--- config.mk ---
export PLATFORM = sky130hd
export DESIGN_NAME = i2c_bit_level_master
export DESIGN_NICKNAME = d
export VERILOG_FILES = /design/src/rtl/i2cm_pkg.sv /design/src/rtl/i2cm_fifo.sv /design/src/rtl/i2cm_front.sv /design/src/rtl/i2cm_back.sv /design/src/rtl/i2c_bit_level_master.sv
export SDC_FILE = /design/constraint.sdc
export NUM_CORES = 1
export LEC_CHECK = 0
export BUFFER_PORTS_ARGS = -buffer_cell sky130_fd_sc_hd__buf_2
export CAP_MARGIN = 15
export CORE_ASPECT_RATIO = 0.75
export CORE_MARGIN = 2
export CORE_UTILIZATION = 51
export DETAILED_ROUTE_END_ITERATION = 16
export PLACE_DENSITY = 0.73
export SLEW_MARGIN = 5
export SYNTH_ARGS = -nofsm -noshare
export SYNTH_HDL_FRONTEND = slang
export SYNTH_SLANG_ARGS = --single-unit
--- constraint.sdc ---
create_clock -name clk -period 6.09 [get_ports clk]
set_input_delay 1.827 -clock clk [delete_from_list [all_inputs] [get_ports clk]]
set_output_delay 1.827 -clock clk [all_outputs]
set_load 0.03 [all_outputs]
--- src/rtl/i2cm_pkg.sv ---
// ----------------------------------------------------------------------------
// i2cm_pkg
// Shared types and constants for the bit-level I2C master.
// ----------------------------------------------------------------------------
package i2cm_pkg;

  localparam int unsigned BYTE_BITS   = 8;
  localparam int unsigned PH_W        = 5;
  localparam int unsigned QUEUE_DEPTH = 2;

  localparam logic [PH_W-1:0] COND_LAST = PH_W'(3);
  localparam logic [PH_W-1:0] ACK_PHASE = PH_W'(1 + 3 * BYTE_BITS);
  localparam logic [PH_W-1:0] BYTE_LAST = PH_W'(3 * BYTE_BITS + 3);

  typedef enum logic [2:0] {
    OP_START     = 3'd0,
    OP_STOP      = 3'd1,
    OP_WRITE     = 3'd2,
    OP_READ_ACK  = 3'd3,
    OP_READ_NACK = 3'd4
  } op_t;

  typedef enum logic [1:0] {
    SLOT_DATA = 2'd0,
    SLOT_HIGH = 2'd1,
    SLOT_LOW  = 2'd2
  } slot_t;

  typedef struct packed {
    logic                 cmd_valid;
    logic [2:0]           opcode;
    logic [BYTE_BITS-1:0] write_data;
    logic                 sda_in;
  } in_item_t;

  typedef struct packed {
    logic                 scl_level;
    logic                 sda_drive_enable;
    logic                 sda_drive_level;
    logic                 busy_res;
    logic [BYTE_BITS-1:0] read_data;
    logic                 read_valid;
  } out_item_t;

  // classified tick handed from front to back
  typedef struct packed {
    logic                 cmd_ok;
    op_t                  op;
    logic [BYTE_BITS-1:0] wdata;
    logic                 sda;
  } tick_t;

endpackage

--- src/rtl/i2cm_fifo.sv ---
// ----------------------------------------------------------------------------
// i2cm_fifo
// Small synchronous queue with push/full and pop/empty handshakes.
// ----------------------------------------------------------------------------
module i2cm_fifo #(
  parameter int unsigned W     = 8,
  parameter int unsigned DEPTH = 2
) (
  input  logic         clk,
  input  logic         rst_n,
  input  logic         push,
  input  logic [W-1:0] push_data,
  output logic         full,
  input  logic         pop,
  output logic [W-1:0] pop_data,
  output logic         empty
);

  localparam int unsigned AW = (DEPTH > 1) ? $clog2(DEPTH) : 1;
  localparam int unsigned CW = $clog2(DEPTH + 1);

  logic [W-1:0]  mem_r [DEPTH];
  logic [AW-1:0] wr_ptr_r, wr_ptr_nxt;
  logic [AW-1:0] rd_ptr_r, rd_ptr_nxt;
  logic [CW-1:0] cnt_r, cnt_nxt;
  logic          do_push, do_pop;

  assign full     = (cnt_r == CW'(DEPTH));
  assign empty    = (cnt_r == '0);
  assign do_push  = push & ~full;
  assign do_pop   = pop & ~empty;
  assign pop_data = mem_r[rd_ptr_r];

  always_comb begin
    wr_ptr_nxt = wr_ptr_r;
    rd_ptr_nxt = rd_ptr_r;
    cnt_nxt    = cnt_r;
    if (do_push) begin
      wr_ptr_nxt = (wr_ptr_r == AW'(DEPTH - 1)) ? '0 : wr_ptr_r + 1'b1;
    end
    if (do_pop) begin
      rd_ptr_nxt = (rd_ptr_r == AW'(DEPTH - 1)) ? '0 : rd_ptr_r + 1'b1;
    end
    case ({do_push, do_pop})
      2'b10:   cnt_nxt = cnt_r + 1'b1;
      2'b01:   cnt_nxt = cnt_r - 1'b1;
      default: cnt_nxt = cnt_r;
    endcase
  end

  always_ff @(posedge clk) begin
    if (!rst_n) begin
      wr_ptr_r <= '0;
      rd_ptr_r <= '0;
      cnt_r    <= '0;
    end else begin
      wr_ptr_r <= wr_ptr_nxt;
      rd_ptr_r <= rd_ptr_nxt;
      cnt_r    <= cnt_nxt;
    end
  end

  always_ff @(posedge clk) begin
    if (do_push) begin
      mem_r[wr_ptr_r] <= push_data;
    end
  end

endmodule

--- src/rtl/i2cm_front.sv ---
// ----------------------------------------------------------------------------
// i2cm_front
// Accepts ticks, classifies the offered command and queues the tick.
// ----------------------------------------------------------------------------
module i2cm_front #(
  parameter int unsigned DEPTH = 2
) (
  input  logic                clk,
  input  logic                rst_n,
  input  logic                push,
  input  i2cm_pkg::in_item_t  in_data,
  output logic                full,
  output logic                tick_valid,
  output i2cm_pkg::tick_t     tick,
  input  logic                tick_pop
);
  import i2cm_pkg::*;

  tick_t cls;
  logic  q_empty;

  always_comb begin
    cls.cmd_ok = in_data.cmd_valid && (in_data.opcode <= 3'(OP_READ_NACK));
    cls.op     = cls.cmd_ok ? op_t'(in_data.opcode) : OP_START;
    cls.wdata  = in_data.write_data;
    cls.sda    = in_data.sda_in;
  end

  i2cm_fifo #(
    .W     ($bits(tick_t)),
    .DEPTH (DEPTH)
  ) u_queue (
    .clk       (clk),
    .rst_n     (rst_n),
    .push      (push),
    .push_data (cls),
    .full      (full),
    .pop       (tick_pop),
    .pop_data  (tick),
    .empty     (q_empty)
  );

  assign tick_valid = ~q_empty;

endmodule

--- src/rtl/i2cm_back.sv ---
// ----------------------------------------------------------------------------
// i2cm_back
// Bit engine: steps the start/stop/byte phase plan once per tick and
// queues the line levels and read byte for each tick.
// ----------------------------------------------------------------------------
module i2cm_back #(
  parameter int unsigned DEPTH = 2
) (
  input  logic                clk,
  input  logic                rst_n,
  input  logic                tick_valid,
  input  i2cm_pkg::tick_t     tick,
  output logic                tick_pop,
  output logic                empty,
  input  logic                pop,
  output i2cm_pkg::out_item_t out_data
);
  import i2cm_pkg::*;

  logic [PH_W-1:0]      ph_r, ph_nxt;
  slot_t                slot_r, slot_nxt;
  op_t                  cmd_r, cmd_nxt;
  logic [BYTE_BITS-1:0] sh_r, sh_nxt;
  logic                 busy_r, busy_nxt;
  logic                 scl_r, scl_nxt;
  logic                 en_r, en_nxt;
  logic                 lvl_r, lvl_nxt;
  logic [BYTE_BITS-1:0] rd_r, rd_nxt;
  logic                 pulse;
  logic [PH_W-1:0]      p;
  logic [PH_W-1:0]      last;
  logic                 oq_full;
  out_item_t            res;

  assign tick_pop = tick_valid & ~oq_full;

  always_comb begin
    busy_nxt = busy_r;
    cmd_nxt  = cmd_r;
    sh_nxt   = sh_r;
    scl_nxt  = scl_r;
    en_nxt   = en_r;
    lvl_nxt  = lvl_r;
    rd_nxt   = rd_r;
    ph_nxt   = ph_r;
    slot_nxt = slot_r;
    pulse    = 1'b0;
    p        = ph_r;
    last     = BYTE_LAST;

    if (!busy_r && tick.cmd_ok) begin
      busy_nxt = 1'b1;
      cmd_nxt  = tick.op;
      p        = '0;
      sh_nxt   = (tick.op == OP_WRITE) ? tick.wdata : '0;
    end

    if (busy_nxt) begin
      case (cmd_nxt)
        OP_START: begin
          last = COND_LAST;
          case (p[1:0])
            2'd0:    en_nxt = 1'b0;
            2'd1:    scl_nxt = 1'b1;
            2'd2:    begin en_nxt = 1'b1; lvl_nxt = 1'b0; end
            default: scl_nxt = 1'b0;
          endcase
        end
        OP_STOP: begin
          last = COND_LAST;
          case (p[1:0])
            2'd0:    scl_nxt = 1'b0;
            2'd1:    begin en_nxt = 1'b1; lvl_nxt = 1'b0; end
            2'd2:    scl_nxt = 1'b1;
            default: en_nxt = 1'b0;
          endcase
        end
        OP_WRITE: begin
          if (p == '0) begin
            en_nxt  = 1'b1;
            lvl_nxt = 1'b1;
          end else if (p < ACK_PHASE) begin
            case (slot_r)
              SLOT_DATA: begin
                lvl_nxt = sh_nxt[BYTE_BITS-1];
                sh_nxt  = {sh_nxt[BYTE_BITS-2:0], 1'b0};
              end
              SLOT_HIGH: scl_nxt = 1'b1;
              default:   scl_nxt = 1'b0;
            endcase
          end else if (p == ACK_PHASE) begin
            en_nxt = 1'b0;
          end else if (p == ACK_PHASE + 1'b1) begin
            scl_nxt = 1'b1;
          end else begin
            scl_nxt = 1'b0;
            lvl_nxt = 1'b0;
          end
        end
        default: begin
          if (p == '0) begin
            en_nxt = 1'b0;
          end else if (p < ACK_PHASE) begin
            case (slot_r)
              SLOT_DATA: scl_nxt = 1'b1;
              SLOT_HIGH: sh_nxt = {sh_nxt[BYTE_BITS-2:0], tick.sda};
              default:   scl_nxt = 1'b0;
            endcase
          end else if (p == ACK_PHASE) begin
            lvl_nxt = (cmd_nxt == OP_READ_NACK);
            en_nxt  = 1'b1;
          end else if (p == ACK_PHASE + 1'b1) begin
            scl_nxt = 1'b1;
          end else begin
            scl_nxt = 1'b0;
            en_nxt  = 1'b0;
            rd_nxt  = sh_nxt;
            pulse   = 1'b1;
          end
        end
      endcase

      if (p >= last) begin
        busy_nxt = 1'b0;
        ph_nxt   = '0;
      end else begin
        ph_nxt = p + 1'b1;
      end

      // bit slot of the following phase
      if (p == '0) begin
        slot_nxt = SLOT_DATA;
      end else begin
        case (slot_r)
          SLOT_DATA: slot_nxt = SLOT_HIGH;
          SLOT_HIGH: slot_nxt = SLOT_LOW;
          default:   slot_nxt = SLOT_DATA;
        endcase
      end
    end

    res.scl_level        = scl_nxt;
    res.sda_drive_enable = en_nxt;
    res.sda_drive_level  = lvl_nxt;
    res.busy_res         = busy_nxt;
    res.read_data        = rd_nxt;
    res.read_valid       = pulse;
  end

  always_ff @(posedge clk) begin
    if (!rst_n) begin
      ph_r   <= '0;
      slot_r <= SLOT_DATA;
      cmd_r  <= OP_START;
      sh_r   <= '0;
      busy_r <= 1'b0;
      scl_r  <= 1'b1;
      en_r   <= 1'b0;
      lvl_r  <= 1'b0;
      rd_r   <= '0;
    end else if (tick_pop) begin
      ph_r   <= ph_nxt;
      slot_r <= slot_nxt;
      cmd_r  <= cmd_nxt;
      sh_r   <= sh_nxt;
      busy_r <= busy_nxt;
      scl_r  <= scl_nxt;
      en_r   <= en_nxt;
      lvl_r  <= lvl_nxt;
      rd_r   <= rd_nxt;
    end
  end

  i2cm_fifo #(
    .W     ($bits(out_item_t)),
    .DEPTH (DEPTH)
  ) u_out_queue (
    .clk       (clk),
    .rst_n     (rst_n),
    .push      (tick_pop),
    .push_data (res),
    .full      (oq_full),
    .pop       (pop),
    .pop_data  (out_data),
    .empty     (empty)
  );

endmodule

--- src/rtl/i2c_bit_level_master.sv ---
// Path: an accepted item is stored in the tick queue; the bit engine's result
//   for it is then written to the output queue, from which it can be popped.
// Throughput: one item per cycle while the output queue has room.
// Reset: synchronous, active low; queues empty, SCL high, SDA released,
//   engine idle, read byte zero.
// ----------------------------------------------------------------------------
// i2c_bit_level_master
// Bit-level I2C master: front classifier, tick queue and bit engine.
// ----------------------------------------------------------------------------
module i2c_bit_level_master #(
  parameter int unsigned QUEUE_DEPTH = i2cm_pkg::QUEUE_DEPTH
) (
  input  logic                clk,
  input  logic                rst_n,
  input  logic                push,
  input  i2cm_pkg::in_item_t  in_data,
  output logic                full,
  input  logic                pop,
  output logic                empty,
  output i2cm_pkg::out_item_t out_data
);
  import i2cm_pkg::*;

  logic  tick_valid;
  logic  tick_pop;
  tick_t tick;

  i2cm_front #(
    .DEPTH (QUEUE_DEPTH)
  ) u_front (
    .clk        (clk),
    .rst_n      (rst_n),
    .push       (push),
    .in_data    (in_data),
    .full       (full),
    .tick_valid (tick_valid),
    .tick       (tick),
    .tick_pop   (tick_pop)
  );

  i2cm_back #(
    .DEPTH (QUEUE_DEPTH)
  ) u_back (
    .clk        (clk),
    .rst_n      (rst_n),
    .tick_valid (tick_valid),
    .tick       (tick),
    .tick_pop   (tick_pop),
    .empty      (empty),
    .pop        (pop),
    .out_data   (out_data)
  );

endmodule

# ---- Word level (Yosys, flattened, before mapping)
# Memories as Yosys holds them, arrays and structs flattened. A register that Yosys moved wholly into a read port is not among the register bits.
# Cells that the tools add are included.
dict set report totals {
  register_bits 38
  latch_bits 0
  ramBits 52
  mem_bits_ro 0
  inputBits 17
  output_inout_bits 15
  word_cells 150
  n_memories 2
}
# memory depth word_bits rd rd_ports_with_merged_regs write_ports line_no
set memory_table {}
lappend memory_table {u_back.u_out_queue.mem_r 2 13 1 1 1 i2cm_fifo.sv:22} ;# logic [W-1:0] mem_r [DEPTH];
lappend memory_table {u_front.u_queue.mem_r 2 13 1 1 1 i2cm_fifo.sv:22}
dict set report op_classes {
  add_sub_neg 9
  mul 0
  div_mod_pow 0
  n_lt_le_gt_ge 3
  n_eq_ne 15
  shift 0
  mux 82
  bitwise_logic 9
  n_reduce_logical 15
}
# cell count
set ops {}
lappend ops {{two-way mux 8 bit} 15}
lappend ops {{two-way mux 1 bit} 47}
lappend ops {{two-way mux 5 bit} 4}
lappend ops {{case mux 8 bit (2 select lines)} 1}
lappend ops {{case mux 1 bit (2 select lines)} 6}
lappend ops {{case mux 2 bit (2 select lines)} 3}
lappend ops {{equality test 2 bit (second input constant)} 5}
lappend ops {{equality test 5 bit (second input constant)} 2}
lappend ops {{case mux 1 bit (3 select lines)} 3}
lappend ops {{equality test 2 x 1 -> 1 bit (second input constant)} 4}
lappend ops {{zero test 2 bit} 4}
lappend ops {{equality test 3 x 2 -> 1 bit (second input constant)} 2}
lappend ops {{two-way mux 3 bit} 2}
lappend ops {{adder 5 x 1 -> 5 bit (second input constant)} 1}
lappend ops {{AND 1 bit} 5}
lappend ops {{>= comparator 5 bit} 1}
lappend ops {{zero test 5 bit} 1}
lappend ops {{< comparator 5 bit (second input constant)} 1}
lappend ops {{adder 1 bit (second input constant)} 4}
lappend ops {{adder 2 x 1 -> 2 bit (second input constant)} 2}
lappend ops {{inverter 1 bit} 4}
lappend ops {{nonzero test 2 bit} 2}
lappend ops {{OR reduction 2 bit} 2}
lappend ops {{subtractor 2 x 1 -> 2 bit (second input constant)} 2}
lappend ops {{9 further kinds} 10}

# ---- Logic depth before layout (Yosys ltp)
dict set report logic_depth {
  word_depth 10
  depth_mapped 13
  mapped_depth_nobuf 11
}

# ---- Cells and area by module
# A second synthesis with hierarchy kept.
dict set report unflattened {
  cells_unflattened 413
  hier_area_um2 4595.7
}
# module instances cells_each area_each_um2
set modules_own_cells {}
lappend modules_own_cells {i2cm_fifo 2 66 1168.6}
lappend modules_own_cells {i2cm_back 1 274 2214.6}
lappend modules_own_cells {i2cm_front 1 7 43.8}

# ---- Least setup slack after synthesis
# Ideal clock, no wire load.
dict set report synth_timing {
  path_type {flip-flop to output port}
  start {reg with a tool-made name}
  end {out out_data[10] (netlist name)}
  t_arrival_ns 1.162
  t_required_ns 4.263
  slack_ns 3.101
  stages_incl_launch_ff 3
  path_buffers 1
  cell_sequence {dfxtp_1 > buf_1 > mux2_2}
}
# element line_no
set synth_rtl {}
lappend synth_rtl {{end, declared} i2c_bit_level_master.sv:20} ;# output i2cm_pkg::out_item_t out_data

==> summary.txt <==
Synth
  • Synth top area cells: edfxtp_1 (35%), dfxtp_1 (18%), nor2_1 (4.2%)
  • Post-synthesis instance area: 4425 um^2
  • Mean area per synthesized cell: 11.06 um^2
  • Post-synth ARST share: 0%
  • Yosys top cell area share: 35.28%
  • #FFs+latches synth: 92
  • Dominant cell type by area after synthesis: edfxtp_1
  • Register area share after synthesis: 53.38%
  • Count of cell types in the netlist: 63
  • Syn Nets: 425
  • Post-synth EDFFs: 52
  • Gate Count Post-Synth: 400
  • Number of synthesis warnings: 0
  • Main synth FF type: edfxtp_1

Placed design
  • Place WS: 2.010 ns
  • HPWL after DPL: 6268 um
  • Port Buf Inserts: 31
  • Gpl congestion: 0.9400

Timing
  • PnR worst setup slack: 2.307 ns
  • RSZ-0062 raised after global routing: false
  • Fin. max-slew vios: 0
  • Final setup viols: 0
  • Measured slew at the worst slew-check pin: 1.029 ns
  • Skew final: 0.009117 ns
  • Worst hold slack: 0.5028 ns
  • Final period util: 62.12%
  • Final hold violations: 0
  • Min Tclk post-route: 3.783 ns
  • Slew HR: 31.04%
  • FMAX: 0.2643 GHz
  • Fin Setup TNS: 0 ns

Global route
  • Initial antenna violation count: 0
  • Vias in the first global route: 3015
  • GRT Util Overall: 20.04%
  • Grt peak-use layer: met2
  • GRT overflow: 0
  • Largest net degree at the start of global routing: 27
  • First-pass GRT wire length: 15060 um
  • M1 GR Usage: 29.26%
  • GR Util met2: 29.82%
  • Grt met3 use: 4.910%

Routing
  • WL final: 8904 um
  • DRC Markers: 0
  • Pre-Repair DR Iteration Count: 5
  • DR vias/cell: 5.900
  • Drt wl/cell: 16.49 um
  • Antenna-violating nets left: 0
  • Vias: 3186
  • Initial DRC Count: 238

Clocking
  • Post-cts gate resize count: 0
  • Setup bufs post-CTS: 0
  • CTS tree: done
  • Worst-skew pair later-pin latency: 0.34 ns
  • Num CTS Buffers: 9
  • H-tree levels: 3
  • Max Root-Sink Buffers: 2
  • Worst-path clk slew: 0.07 ns
  • Clock tree root driver cell: clkbuf_16
  • Clock Sinks: 92
  • Cts hold-fix bufs: 0

Cells and area
  • Layout cells sized above 1: 21.06%
  • Most common cell after layout, fill and taps aside: edfxtp_1
  • Final net count: 452
  • Layout area overhead: 12.02%
  • Final core utilization: 58.64%
  • Commonest non-fill, non-tap cells in the layout: edfxtp_1 (52), nor2_1 (50), dfxtp_1 (40)
  • N_diodes: 0

Floorplanning
  • Num rows: 29
  • Die Area: 9446 um^2
  • Initial Utilization: 52.35%
  • # IOs: 32
  • Die Width: 111.6 um
  • Core area: 8454 um^2
  • Die Ht: 84.67 um

Worst setup path
  • Startpoint type of the worst setup path: flop
  • Worst EP arrival: 3.81 ns
  • Crit Path Category: flop to flop
  • Crit path required time: 6.11 ns
  • CP Capture Type: flop
  • Worst-path maximum fanout: 20

Run
  • Max Cap Violations: 0

Pwr
  • Worst VDD drop: 256.8 uV
  • P per Cell Area: 470.4 nW/um^2
  • Total power: 2.332 mW
  • Leakage power: 1.815 nW

Hold path
  • Worst Hold Class: flop to flop

Run status
  • Status: finished clean
[power by group]
part | switching (mW) | internal (mW) | total [mW]
Clock | 0.248 | 0.287 | 0.535
Sequential | 0.0930 | 0.817 | 0.910
Combinational | 0.580 | 0.307 | 0.887
[logic make-up (layout without fill, tap and decap cells)]
group,count (synthesis),after routing,share of synthesized area [%]
fa+ha+maj,8,8,2.262
xor+xnor,9,9,1.781
compound gates,100,100,16.60
buf+inv,29,61,2.714
flops,92,92,53.38
mux,31,31,7.549
simple gates,131,131,15.72
[worst max-delay path: stages, from the launching register on]
cell and delay, ns:
dfxtp_1 0.31, buf_4 0.27, mux2_4 0.38, nand2_1 0.48, and2_1 0.26, inv_1 0.07
ha_1 0.25, o21bai_1 0.15, o211ai_1 0.19, nor3_2 0.83, a21oi_1 0.24
[cells in the mapped netlist, types with 2 or more instances]
master and n:
nor4_1 2, a211oi_1 4, clkbuf_1 12, a211oi_2 7, o31ai_1 3, inv_2 3, o2bb2ai_1 2, buf_2 3
nor2b_4 7, a32oi_1 4, mux2i_1 15, a31oi_1 4, mux2_2 15, nor3_1 7, o22ai_1 3, dfxtp_1 40
nor2_1 50, o211ai_1 7, nand2b_1 3, o21ai_0 11, o21a_1 6, buf_1 2, a21oi_1 25, nor4b_1 2
inv_1 7, nand2_1 24, nand4_1 2, nand4b_1 2, xnor2_1 6, o221ai_1 8, and3_1 6, edfxtp_1 52
xor2_1 3, o21ai_1 2, nand3_1 10, ha_1 8, or3_1 3, and2_1 5
[per-stage QoR]
step	instance area, um^2	std cells
after CTS	4946	539
after floorplan	4425	400
after global routing	4957	540
final	4957	540
after detailed placement	4652	523
after global placement	4652	523
[registers in the layout, indices dropped and copies added, names as in the netlist, named ones only]
name and count:
u_back.slot_r 2, u_front.u_queue.mem_r 26, u_back.rd_r 8, u_back.u_out_queue.rd_ptr_r 1
u_back.ph_r 5, u_back.sh_r 8, u_front.u_queue.rd_ptr_r 1, u_back.scl_r 1
u_back.lvl_r 1, u_back.u_out_queue.mem_r 26, u_back.cmd_r 3, u_front.u_queue.cnt_r 2
u_back.u_out_queue.cnt_r 2, u_front.u_queue.wr_ptr_r 1, u_back.en_r 1, u_back.busy_r 1
u_back.u_out_queue.wr_ptr_r 1
[worst paths after layout]
check,to,cells after the start,slack (ns),start
worst max-delay path,u_back.u_out_queue.mem_r[0][4],10,2.31,flop
worst min-delay path,u_back.sh_r[6],2,0.50,u_back.sh_r[6]
worst max register to register,u_back.u_out_queue.mem_r[0][4],10,2.31,flop
worst min register to register,u_back.sh_r[6],2,0.50,u_back.sh_r[6]
[area by class of cell]
class	instances	area [um^2]
Tap cell	108	135.1
Clock buffer	9	225.2
Timing Repair Buffer	34	181.4
Inverter	11	41.29
Clock inverter	7	68.82
Multi-Input combinational cell	279	1943
Fill cell	686	3497
Sequential cell	92	2362
[metal layers]
| metal | vias up | routed length, um |
|---|---|---|
| met5 | - | 0 |
| met4 | 0 | 68 |
| met3 | 7 | 610 |
| met2 | 117 | 3970 |
| met1 | 1505 | 4255 |
| li1 | 1557 | - |
Power figures use the tool's default switching activity.
